--- config.mk ---
export PLATFORM = sky130hd
export DESIGN_NAME = two_class_priority_queue
export DESIGN_NICKNAME = d
export VERILOG_FILES = /design/src/rtl/tcpq_pkg.sv /design/src/rtl/tcpq_cell.sv /design/src/rtl/two_class_priority_queue.sv
export SDC_FILE = /design/constraint.sdc
export NUM_CORES = 2
export LEC_CHECK = 0
export ABC_AREA = 1
export BUFFER_PORTS_ARGS = -buffer_cell sky130_fd_sc_hd__buf_2
export CAP_MARGIN = 0
export CORE_MARGIN = 4
export CORE_UTILIZATION = 35
export CTS_CLUSTER_DIAMETER = 150
export DETAILED_ROUTE_END_ITERATION = 12
export PLACE_DENSITY = 0.6
export SLEW_MARGIN = 20
export SYNTH_ARGS = -nofsm -noshare
export SYNTH_HDL_FRONTEND = slang
export SYNTH_SLANG_ARGS = --single-unit
--- constraint.sdc ---
create_clock -name clk -period 7.1 [get_ports clk]
set_input_delay 0.355 -clock clk [delete_from_list [all_inputs] [get_ports clk]]
set_output_delay 0.355 -clock clk [all_outputs]
set_load 0.01 [all_outputs]
--- src/rtl/tcpq_pkg.sv ---
// Shared types and constants for the two-class priority queue.
package tcpq_pkg;

  // Operation codes carried in a request word.
  typedef enum logic [1:0] {
    OP_APPEND   = 2'd0,
    OP_PRIORITY = 2'd1,
    OP_REMOVE   = 2'd2
  } op_t;

  // Status codes returned in every response word.
  typedef enum logic [1:0] {
    ST_OK    = 2'd0,
    ST_EMPTY = 2'd1,
    ST_FULL  = 2'd2
  } status_t;

  localparam int unsigned VALUE_W = 32;
  localparam int unsigned OCC_W   = 5;
  localparam logic signed [VALUE_W-1:0] THRESHOLD_RESET = 32'sd59;

  // One request word.
  typedef struct packed {
    op_t                       op;
    logic signed [VALUE_W-1:0] value;
  } req_t;

  // One response word.
  typedef struct packed {
    logic signed [VALUE_W-1:0] removed_value;
    logic                      removed_valid;
    status_t                   status;
    logic [OCC_W-1:0]          occupancy;
  } rsp_t;

  // Per-cell load selection; at most one member is set in a cycle.
  typedef struct packed {
    logic take_new;
    logic take_left;
    logic take_right;
  } cell_ctl_t;

endpackage

--- src/rtl/tcpq_cell.sv ---
// One storage cell of the queue chain with its threshold comparator.
module tcpq_cell (
  input  logic                               clk,
  input  logic signed [tcpq_pkg::VALUE_W-1:0] entry_left,
  input  logic signed [tcpq_pkg::VALUE_W-1:0] entry_right,
  input  logic signed [tcpq_pkg::VALUE_W-1:0] value,
  input  logic signed [tcpq_pkg::VALUE_W-1:0] threshold,
  input  tcpq_pkg::cell_ctl_t                 ctl,
  output logic signed [tcpq_pkg::VALUE_W-1:0] entry,
  output logic                               above
);
  import tcpq_pkg::*;

  // The held entry counts as a priority entry when strictly above the threshold.
  assign above = entry > threshold;

  // Load a new value, shift from a neighbor, or hold.
  always_ff @(posedge clk) begin
    if (ctl.take_new) begin
      entry <= value;
    end else if (ctl.take_left) begin
      entry <= entry_left;
    end else if (ctl.take_right) begin
      entry <= entry_right;
    end
  end

endmodule

--- src/rtl/two_class_priority_queue.sv ---
// Top level of the two-class priority queue: cell chain, count and response register.
//
//   channel  direction  handshake              word
//   req      in         req_valid / req_stall  tcpq_pkg::req_t
//   rsp      out        rsp_valid / rsp_stall  tcpq_pkg::rsp_t
//   cfg      in         cfg_wr_en              priority threshold, 32 bits signed
//
// Every request is handled in a single pass: all cells compare with the threshold and
// shift in parallel, so a new request word can be taken each cycle unless rsp is stalled.
// The response appears in the cycle after the request is taken.
// A stalled response holds the request side stalled until it is taken.
// Synchronous reset empties the queue and loads the threshold with 59; no clearing pass.
module two_class_priority_queue #(
  parameter int unsigned QUEUE_DEPTH = 16
) (
  input  logic                               clk,
  input  logic                               rst,
  input  logic                               cfg_wr_en,
  input  logic signed [tcpq_pkg::VALUE_W-1:0] cfg_wr_data,
  input  logic                               req_valid,
  output logic                               req_stall,
  input  tcpq_pkg::req_t                      req,
  output logic                               rsp_valid,
  input  logic                               rsp_stall,
  output tcpq_pkg::rsp_t                      rsp
);
  import tcpq_pkg::*;

  localparam int unsigned CW = $clog2(QUEUE_DEPTH + 1);

  logic signed [VALUE_W-1:0] threshold;
  logic [CW-1:0]             count;
  logic [CW-1:0]             count_next;
  logic signed [VALUE_W-1:0] entry [QUEUE_DEPTH];
  logic [QUEUE_DEPTH-1:0]    above;
  logic [QUEUE_DEPTH-1:0]    occ;
  logic [QUEUE_DEPTH-1:0]    run_before;
  cell_ctl_t                 ctl [QUEUE_DEPTH];
  logic                      accept;
  logic                      is_insert;
  logic                      is_remove;
  logic                      full;
  logic                      empty;
  logic                      do_insert;
  logic                      do_remove;
  logic                      pri;
  rsp_t                      rsp_next;

  // Request decode.
  assign accept    = req_valid && !req_stall;
  assign req_stall = rsp_valid && rsp_stall;
  assign is_insert = (req.op == OP_APPEND) || (req.op == OP_PRIORITY);
  assign is_remove = req.op == OP_REMOVE;
  assign full      = count == CW'(QUEUE_DEPTH);
  assign empty     = count == '0;
  assign do_insert = accept && is_insert && !full;
  assign do_remove = accept && is_remove && !empty;
  assign pri       = (req.op == OP_PRIORITY) && (req.value > threshold);

  // Cell chain with per-cell occupancy and leading-run detection.
  for (genvar i = 0; i < QUEUE_DEPTH; i++) begin : g_cell
    logic signed [VALUE_W-1:0] left_in;
    logic signed [VALUE_W-1:0] right_in;
    logic                      at_tail;

    assign occ[i] = count > CW'(i);

    if (i == 0) begin : g_head
      assign left_in       = '0;
      assign run_before[i] = 1'b1;
      assign at_tail       = !occ[i];
    end else begin : g_body
      assign left_in       = entry[i-1];
      assign run_before[i] = &(occ[i-1:0] & above[i-1:0]);
      assign at_tail       = !occ[i] && occ[i-1];
    end

    if (i == QUEUE_DEPTH - 1) begin : g_tail
      assign right_in = '0;
    end else begin : g_mid
      assign right_in = entry[i+1];
    end

    // A priority insert lands right after the leading run; cells behind it shift up.
    always_comb begin
      ctl[i].take_new   = do_insert &&
                          (pri ? (run_before[i] && !(occ[i] && above[i])) : at_tail);
      ctl[i].take_left  = do_insert && pri && !run_before[i];
      ctl[i].take_right = do_remove;
    end

    tcpq_cell u_cell (
      .clk        (clk),
      .entry_left (left_in),
      .entry_right(right_in),
      .value      (req.value),
      .threshold  (threshold),
      .ctl        (ctl[i]),
      .entry      (entry[i]),
      .above      (above[i])
    );
  end

  // Next entry count and response word.
  always_comb begin
    count_next             = count;
    rsp_next.removed_value = '0;
    rsp_next.removed_valid = 1'b0;
    rsp_next.status        = ST_OK;
    case (req.op)
      OP_APPEND, OP_PRIORITY: begin
        if (full) begin
          rsp_next.status = ST_FULL;
        end else begin
          count_next = count + CW'(1);
        end
      end
      OP_REMOVE: begin
        if (empty) begin
          rsp_next.status = ST_EMPTY;
        end else begin
          count_next             = count - CW'(1);
          rsp_next.removed_value = entry[0];
          rsp_next.removed_valid = 1'b1;
        end
      end
      default: begin
        count_next = count;
      end
    endcase
    rsp_next.occupancy = OCC_W'(count_next);
  end

  // Threshold, count and response registers.
  always_ff @(posedge clk) begin
    if (rst) begin
      threshold <= THRESHOLD_RESET;
      count     <= '0;
      rsp_valid <= 1'b0;
    end else begin
      if (cfg_wr_en) begin
        threshold <= cfg_wr_data;
      end
      if (accept) begin
        count     <= count_next;
        rsp_valid <= 1'b1;
      end else if (!rsp_stall) begin
        rsp_valid <= 1'b0;
      end
    end
    if (accept) begin
      rsp <= rsp_next;
    end
  end

`ifndef SYNTH
  // The count never passes the depth.
  a_count_bound: assert property (@(posedge clk) disable iff (rst)
    count <= CW'(QUEUE_DEPTH))
    else $error("entry count exceeds queue depth");

  // A popped value always comes with an ok status.
  a_pop_ok: assert property (@(posedge clk) disable iff (rst)
    (rsp_valid && rsp.removed_valid) |-> (rsp.status == ST_OK))
    else $error("popped value with error status");

  // A successful insert grows the queue by exactly one.
  a_insert_count: assert property (@(posedge clk) disable iff (rst)
    do_insert |=> (count == $past(count) + CW'(1)))
    else $error("insert did not advance the count");

  // A response reports the count the queue holds afterward.
  a_occupancy: assert property (@(posedge clk) disable iff (rst)
    accept |=> (rsp_valid && (rsp.occupancy == OCC_W'(count))))
    else $error("response occupancy disagrees with count");

  // At most one load source is chosen for the head cell.
  a_head_ctl: assert property (@(posedge clk) disable iff (rst)
    $onehot0({ctl[0].take_new, ctl[0].take_left, ctl[0].take_right}))
    else $error("head cell has conflicting load selects");
`endif

endmodule
**Yosys cells after proc, flatten, opt, wreduce, memory -nomap -nowiden**

Cells that the tools add are included.

- Bits in registers: 590
- Word-level logic and storage cells: 320
- Output and inout port bits: 42
- Input port bits: 71

- $lt $le $gt $ge: 33
- Reduce and logical (&&, ||, !) cells: 170
- Add/sub/neg operators: 2
- Bitwise logic cells: 16
- Multiplexer cells: 72
- Equal/unequal tests: 4

Operator list:

| operator | count |
|---|---|
| $mux 32 | 47 |
| $gt 32x32->1 | 17 |
| $logic_and 1x1->1 | 85 |
| $logic_not 1->1 | 50 |
| $reduce_bool 3->1 | 15 |
| $gt 5x4->1 const B | 8 |
| $gt 5x3->1 const B | 4 |
| $mux 1 | 20 |
| $and 15x15->15 | 1 |
| $reduce_and 15->1 | 1 |
| $and 14x14->14 | 1 |
| $reduce_and 14->1 | 1 |
| $and 13x13->13 | 1 |
| $reduce_and 13->1 | 1 |
| $and 12x12->12 | 1 |
| $reduce_and 12->1 | 1 |
| $and 11x11->11 | 1 |
| $reduce_and 11->1 | 1 |
| $and 10x10->10 | 1 |
| $gt 5x1->1 const B | 2 |
| $gt 5x2->1 const B | 2 |
| $mux 5 | 2 |
| $pmux 5 s2 | 1 |
| $reduce_and 10->1 | 1 |
| 31 further kinds | 32 |

**Depth between registers and ports, before layout**

- Depth after elaboration: 9
- Gate-level depth with buffers: 26
- Mapped depth without buffers: 24

**By module**

Synthesis repeated with hierarchy kept, for this count alone.

- Cell total of the unflattened synthesis: 5817
- Area, all modules: 44586.5 um2

Modules (own cells, without submodules):

| module | area each (um2) | cells an instance | sequential area each (um2) | instances |
|---|---|---|---|---|
| tcpq_cell at g_cell[0].u_cell ... | 2484.9 | 323 | 960.9 | 15 |
| two_class_priority_queue | 4813.4 | 646 | 1961.9 | 1 |
| tcpq_cell at g_cell[15].u_cell | 2499.9 | 326 | 960.9 | 1 |

**Worst setup path after synthesis**

OpenSTA, ideal clock, no wires.

- Path type: input port to flip-flop
- From: input rsp_stall
- To: register g_cell[0].u_cell.entry[0] (netlist bit) (enable)
- Path buffers: 0
- Library setup time: 466 ps
- Path slack: 1290 ps
- Data required time: 6634 ps
- Arrival: 5345 ps
- Stages on the path: 7
- Cell sequence: nand2_1 inv_1 nor2_1 nand2_1 inv_1 o21ai_0 o21ai_0

- Word-level cells in the longest chain between the ends: 7
- Elaborated cells between the ends (all ways): 9
- Classes of those cells: reduce/logical: 9

RTL lines:

| element | RTL line | text |
|---|---|---|
| start: declaration | two_class_priority_queue.sv:24 | `input logic rsp_stall,` |
| $logic_and 1x1->1 * | two_class_priority_queue.sv:51 | `assign req_stall = rsp_valid && rsp_stall;` |
| net req_stall | two_class_priority_queue.sv:21 | `output logic req_stall,` |
| $logic_not 1->1 * | two_class_priority_queue.sv:50 | `assign accept = req_valid && !req_stall;` |
| $logic_and 1x1->1 * | two_class_priority_queue.sv:50 |  |
| net accept | two_class_priority_queue.sv:39 | `logic accept;` |
| $logic_and 1x1->1 (2 in a row) | two_class_priority_queue.sv:56 | `assign do_insert = accept && is_insert && !full;` |
| $logic_and 1x1->1 | two_class_priority_queue.sv:86 | `ctl[i].take_new = do_insert &&` |
| $reduce_bool 2->1 (no source line) * | -- |  |
| end signal: assignment | tcpq_cell.sv:20 | `entry <= value;` |
| end signal: assignment | tcpq_cell.sv:22 | `entry <= entry_left;` |
| end signal: assignment | tcpq_cell.sv:24 | `entry <= entry_right;` |
| end: declaration | tcpq_cell.sv:9 | `output logic signed [tcpq_pkg::VALUE_W-1:0] entry,` |

The timed path passes the listed nets; every way through them passes the cells marked *.
A chain may end at the register's enable or synchronous reset.

**Worst setup path after layout**

- From: register threshold[29]
- To: register g_cell[2].u_cell.entry[27] (netlist bit) (enable)

- Word-level cells in the longest chain between the ends: 7
- Elaborated cells between the ends (all ways): 16
- Classes of those cells: order compare: 4; mux: 1; bitwise: 1; reduce/logical: 10

RTL lines:

| element | RTL line | text |
|---|---|---|
| start: declaration | two_class_priority_queue.sv:31 | `logic signed [VALUE_W-1:0] threshold;` |
| start signal: assignment | two_class_priority_queue.sv:142 | `threshold <= cfg_wr_data;` |
| $gt 32x32->1 | tcpq_cell.sv:15 | `assign above = entry > threshold;` |
| $and 2x2->2 / $logic_and 1x1->1 (equally long branches) | two_class_priority_queue.sv:74, two_class_priority_queue.sv:87 |  |
| $reduce_and 2->1 / $logic_not 1->1 (equally long branches) | two_class_priority_queue.sv:74, two_class_priority_queue.sv:87 |  |
| $logic_and 1x1->1 | two_class_priority_queue.sv:87 | `(pri ? (run_before[i] && !(occ[i] && above[i])) : at_tail);` |
| $mux 1 | two_class_priority_queue.sv:87 |  |
| $logic_and 1x1->1 | two_class_priority_queue.sv:86 |  |
| $reduce_bool 3->1 (no source line) * | -- |  |
| end signal: assignment | tcpq_cell.sv:20 |  |
| end signal: assignment | tcpq_cell.sv:22 |  |
| end signal: assignment | tcpq_cell.sv:24 |  |
| end: declaration | tcpq_cell.sv:9 |  |

Mark *: on every way between the ends. The rest lies on a longest branch, timed or not.

==> impl_metrics.tcl <==
set metrics [dict create \
    slew_viol_final 0 \
    fmax_mhz 185.2 \
    overflow 0 \
    total_power_mw 10.62 \
    core_area_um2 128300 \
    synth.largest_area_cell "edfxtp_1" \
    fp.dieH_um 368.4 \
    synth_area_um2 45470 \
    ys_seq_area_share_pct 38.13 \
    drt_iter0_markers 3941 \
    power_density_nw_per_um2 212.0 \
    cts_tree "done" \
    outcome "finished clean" \
    postRouteAntennaNets 0 \
    synthDistinctLibCells 46 \
    ys_seq_elements 590 \
    cts_buffers 75 \
    portBuffers 112 \
    synth_top_area_share_pct 36.45 \
    crit_fanout 32 \
    synth-compound-area-share_pct 7.064 \
    gp_congestion 0.8956 \
    slew_headroom_pct 25.15 \
    top_usage_layer "met2" \
    clk_latency_ns 0.64 \
    crit_path_top_delay_cell "nor4_1" \
    cts_sinks 590 \
    ios 113 \
    cts.repair.resized 0 \
    antenna_found_initial 2 \
    grt_use_met2_pct 35.12 \
    grt.met1_usage_pct 30.32 \
    startpoint_type "register" \
    syn_inst 6026 \
    synthAdderAreaFrac_pct 15.11 \
    final.setup.tns_ns 0 \
    finalHoldViolCount 0 \
    firstDrtPassIters 8 \
    crit_path_cell_trace "inv_1 -> buf_4 -> ha_1 -> nand2_1 -> nor2_1 -> nand2_1 -> nor4_1 -> buf_4 -> nand3_1 -> and3_1 -> nand3_2 -> inv_1 -> buf_4 -> o21ai_2 -> buf_4 -> nand2_1 -> nand3_1 -> buf_4" \
    via_per_inst 5.409 \
    required_ns 7.41 \
    crit_family "simple AND/OR/NAND/NOR gates" \
    clk_pin_slew_ns 0.06 \
    dieArea_um2 135700 \
    critical_path_class "register to register" \
    fin_crit_sh_pct 76.05 \
    nFillCells 13080 \
    final_common_cell "nand2_1" \
    yosysWarnings 0 \
    slowest_delay_ns 0.73 \
    synth-xor-area-share_pct 0.01926 \
    nNetsFinal 6623 \
    ctsLongestPathBuffers 3 \
    fin_skew_ns 0.02410 \
    syn_to_final_growth_pct 10.12 \
    endpoint_kind "register" \
    peakVddDrop_mv 0.1365 \
    synth_top_family_by_area "simple AND/OR/NAND/NOR gates" \
    arrival_ns 5.71 \
    synth_ff_type "edfxtp_1" \
    period_needed_ns 5.399 \
    setup_violations 0 \
    use_met3_pct 2.475 \
    syn-num-nets 6646 \
    worst_pin_slew_ns 1.113 \
    critPathMostFrequentCell "buf_4" \
    cp_num_buf_inv 7 \
    drcViolationCount 0 \
    num_vias 42100 \
    p_leak_nw 23.61 \
    grt_pass1_vias 39920 \
    placed_area_um2 47560 \
    grt_max_degree 127 \
    synth_mux_area_share_pct 0 \
    die_w_um 368.4 \
    maxCapViolations 0 \
    rsz0062_at_grt "no" \
    synth_area_leaders "edfxtp_1 (36%), nand2_1 (19%), ha_1 (15%)" \
    start_util_pct 35.43 \
    async_flop_share_pct 0 \
    htreeDepth 3 \
    wl_per_cell_um 19.44 \
    mostFrequentLayoutCells "nand2_1 (2,335), nand3_1 (966), edfxtp_1 (552)" \
    grt_pass1_wl_um 234700 \
    syn_avg_cell_area_um2 7.546 \
    worst_hold_path_type "input pin to register" \
    num_rows 131 \
    postLayoutCoreUtil_pct 39.01 \
    synth_edf_count 552 \
    final_area_um2 50070 \
    wl_um 151300 \
    drive_above_1_share_pct 6.641 \
    dp_hpwl_um 112100 \
    root_buffer "clkbuf_16" \
    synth-simple-area-share_pct 33.48 \
    grt_usage_pct 21.62 \
]
==> tightest hold or removal path, cell delays in order <==
cell and delay, ns:
buf_2 0.07, o21ai_0 0.08, a21oi_1 0.12
==> where the power goes <==
part,total (mW),leakage (nW),switching (mW),internal (mW)
Sequential,4.47,5.45,0.249,4.22
Clock,3.72,1.12,1.57,2.15
Combinational,2.43,17.0,1.64,0.788
Total,10.6,23.6,3.46,7.16
==> worst paths after layout <==
kind,end,depth (start not counted),start,slack [ns]
max reg2reg,g_cell[2].u_cell.entry[27]$_DFFE_PP_,18,threshold[29]$_SDFFE_PP0P_,1.70
max,g_cell[2].u_cell.entry[27]$_DFFE_PP_,18,threshold[29]$_SDFFE_PP0P_,1.70
min reg2reg,threshold[23]$_SDFFE_PP0P_,2,threshold[23]$_SDFFE_PP0P_,0.46
min,threshold[24]$_SDFFE_PP0P_,3,cfg_wr_data[24],0.04
==> final cells by class <==
| class | count | area [um^2] | area share (%) |
|---|---|---|---|
| Antenna cell | 1 | 2.502 | 0.004998 |
| Clock inverter | 21 | 143.9 | 0.2874 |
| Multi-Input combinational cell | 4777 | 25420 | 50.76 |
| Tap cell | 1729 | 2163 | 4.321 |
| Inverter | 304 | 1141 | 2.279 |
| Sequential cell | 590 | 17340 | 34.62 |
| Clock buffer | 106 | 2138 | 4.271 |
| Timing Repair Buffer | 255 | 1729 | 3.453 |
==> metrics by stage <==
stage,worst slack (ns),cells,hold WS (ns)
global placement,1.934,7632,0.4511
global route,1.459,7783,0.05033
floorplan,1.290,6026,0.4814
CTS,1.920,7782,0.006688
detailed placement,1.863,7632,0.4529
finish,1.701,7783,0.04091
==> timing repair <==
item,in CTS,in global routing
hold endpoints to repair,22,0
hold buffers,23,0
setup buffers,0,0
==> metal layers <==
layer	share of wire, %	up-vias	wire length [um]
met5	0	-	0
met2	46	1481	69350
met3	6.6	265	10050
met1	45	19980	68130
li1	-	20370	-
met4	2.5	0	3738
==> logic make-up (layout without fill, tap and decap cells) <==
| group | Yosys count | count (layout) |
|---|---|---|
| AND/OR/NAND/NOR | 3621 | 3621 |
| buffers and inverters | 659 | 686 |
| AO/OA/AOI/OAI | 606 | 606 |
| flip-flops | 590 | 590 |
| adder cells (fa/ha/maj) | 549 | 549 |
| XOR/XNOR | 1 | 1 |
| other | 0 | 1 |
==> synth_stat cells, types with 2 or more instances <==
cell	n
a211oi_1	2
a21o_1	6
a21oi_1	323
a31oi_1	7
and3_1	2
buf_1	10
buf_2	85
buf_4	26
buf_6	19
clkbuf_1	215
clkinv_1	2
dfxtp_1	38
edfxtp_1	552
ha_1	549
inv_1	297
inv_2	5
nand2_1	2336
nand2_2	5
nand2_4	16
nand3_1	968
nand3_2	8
nand3b_1	2
nand4_1	40
nor2_1	194
nor2_2	3
nor2_4	2
nor3_1	25
nor3b_1	2
nor4_1	11
nor4_2	2
o211ai_1	6
o21a_1	30
o21ai_0	212
o21ai_1	2
o21ai_2	5
o21bai_1	6
or2_2	4
==> flip-flops by register name (all words and copies together), names as in the netlist <==
name	flops
count	5
g_cell.u_cell.entry	512
rsp	40
rsp_valid	1
threshold	32
(Power assumes the default switching activity.)
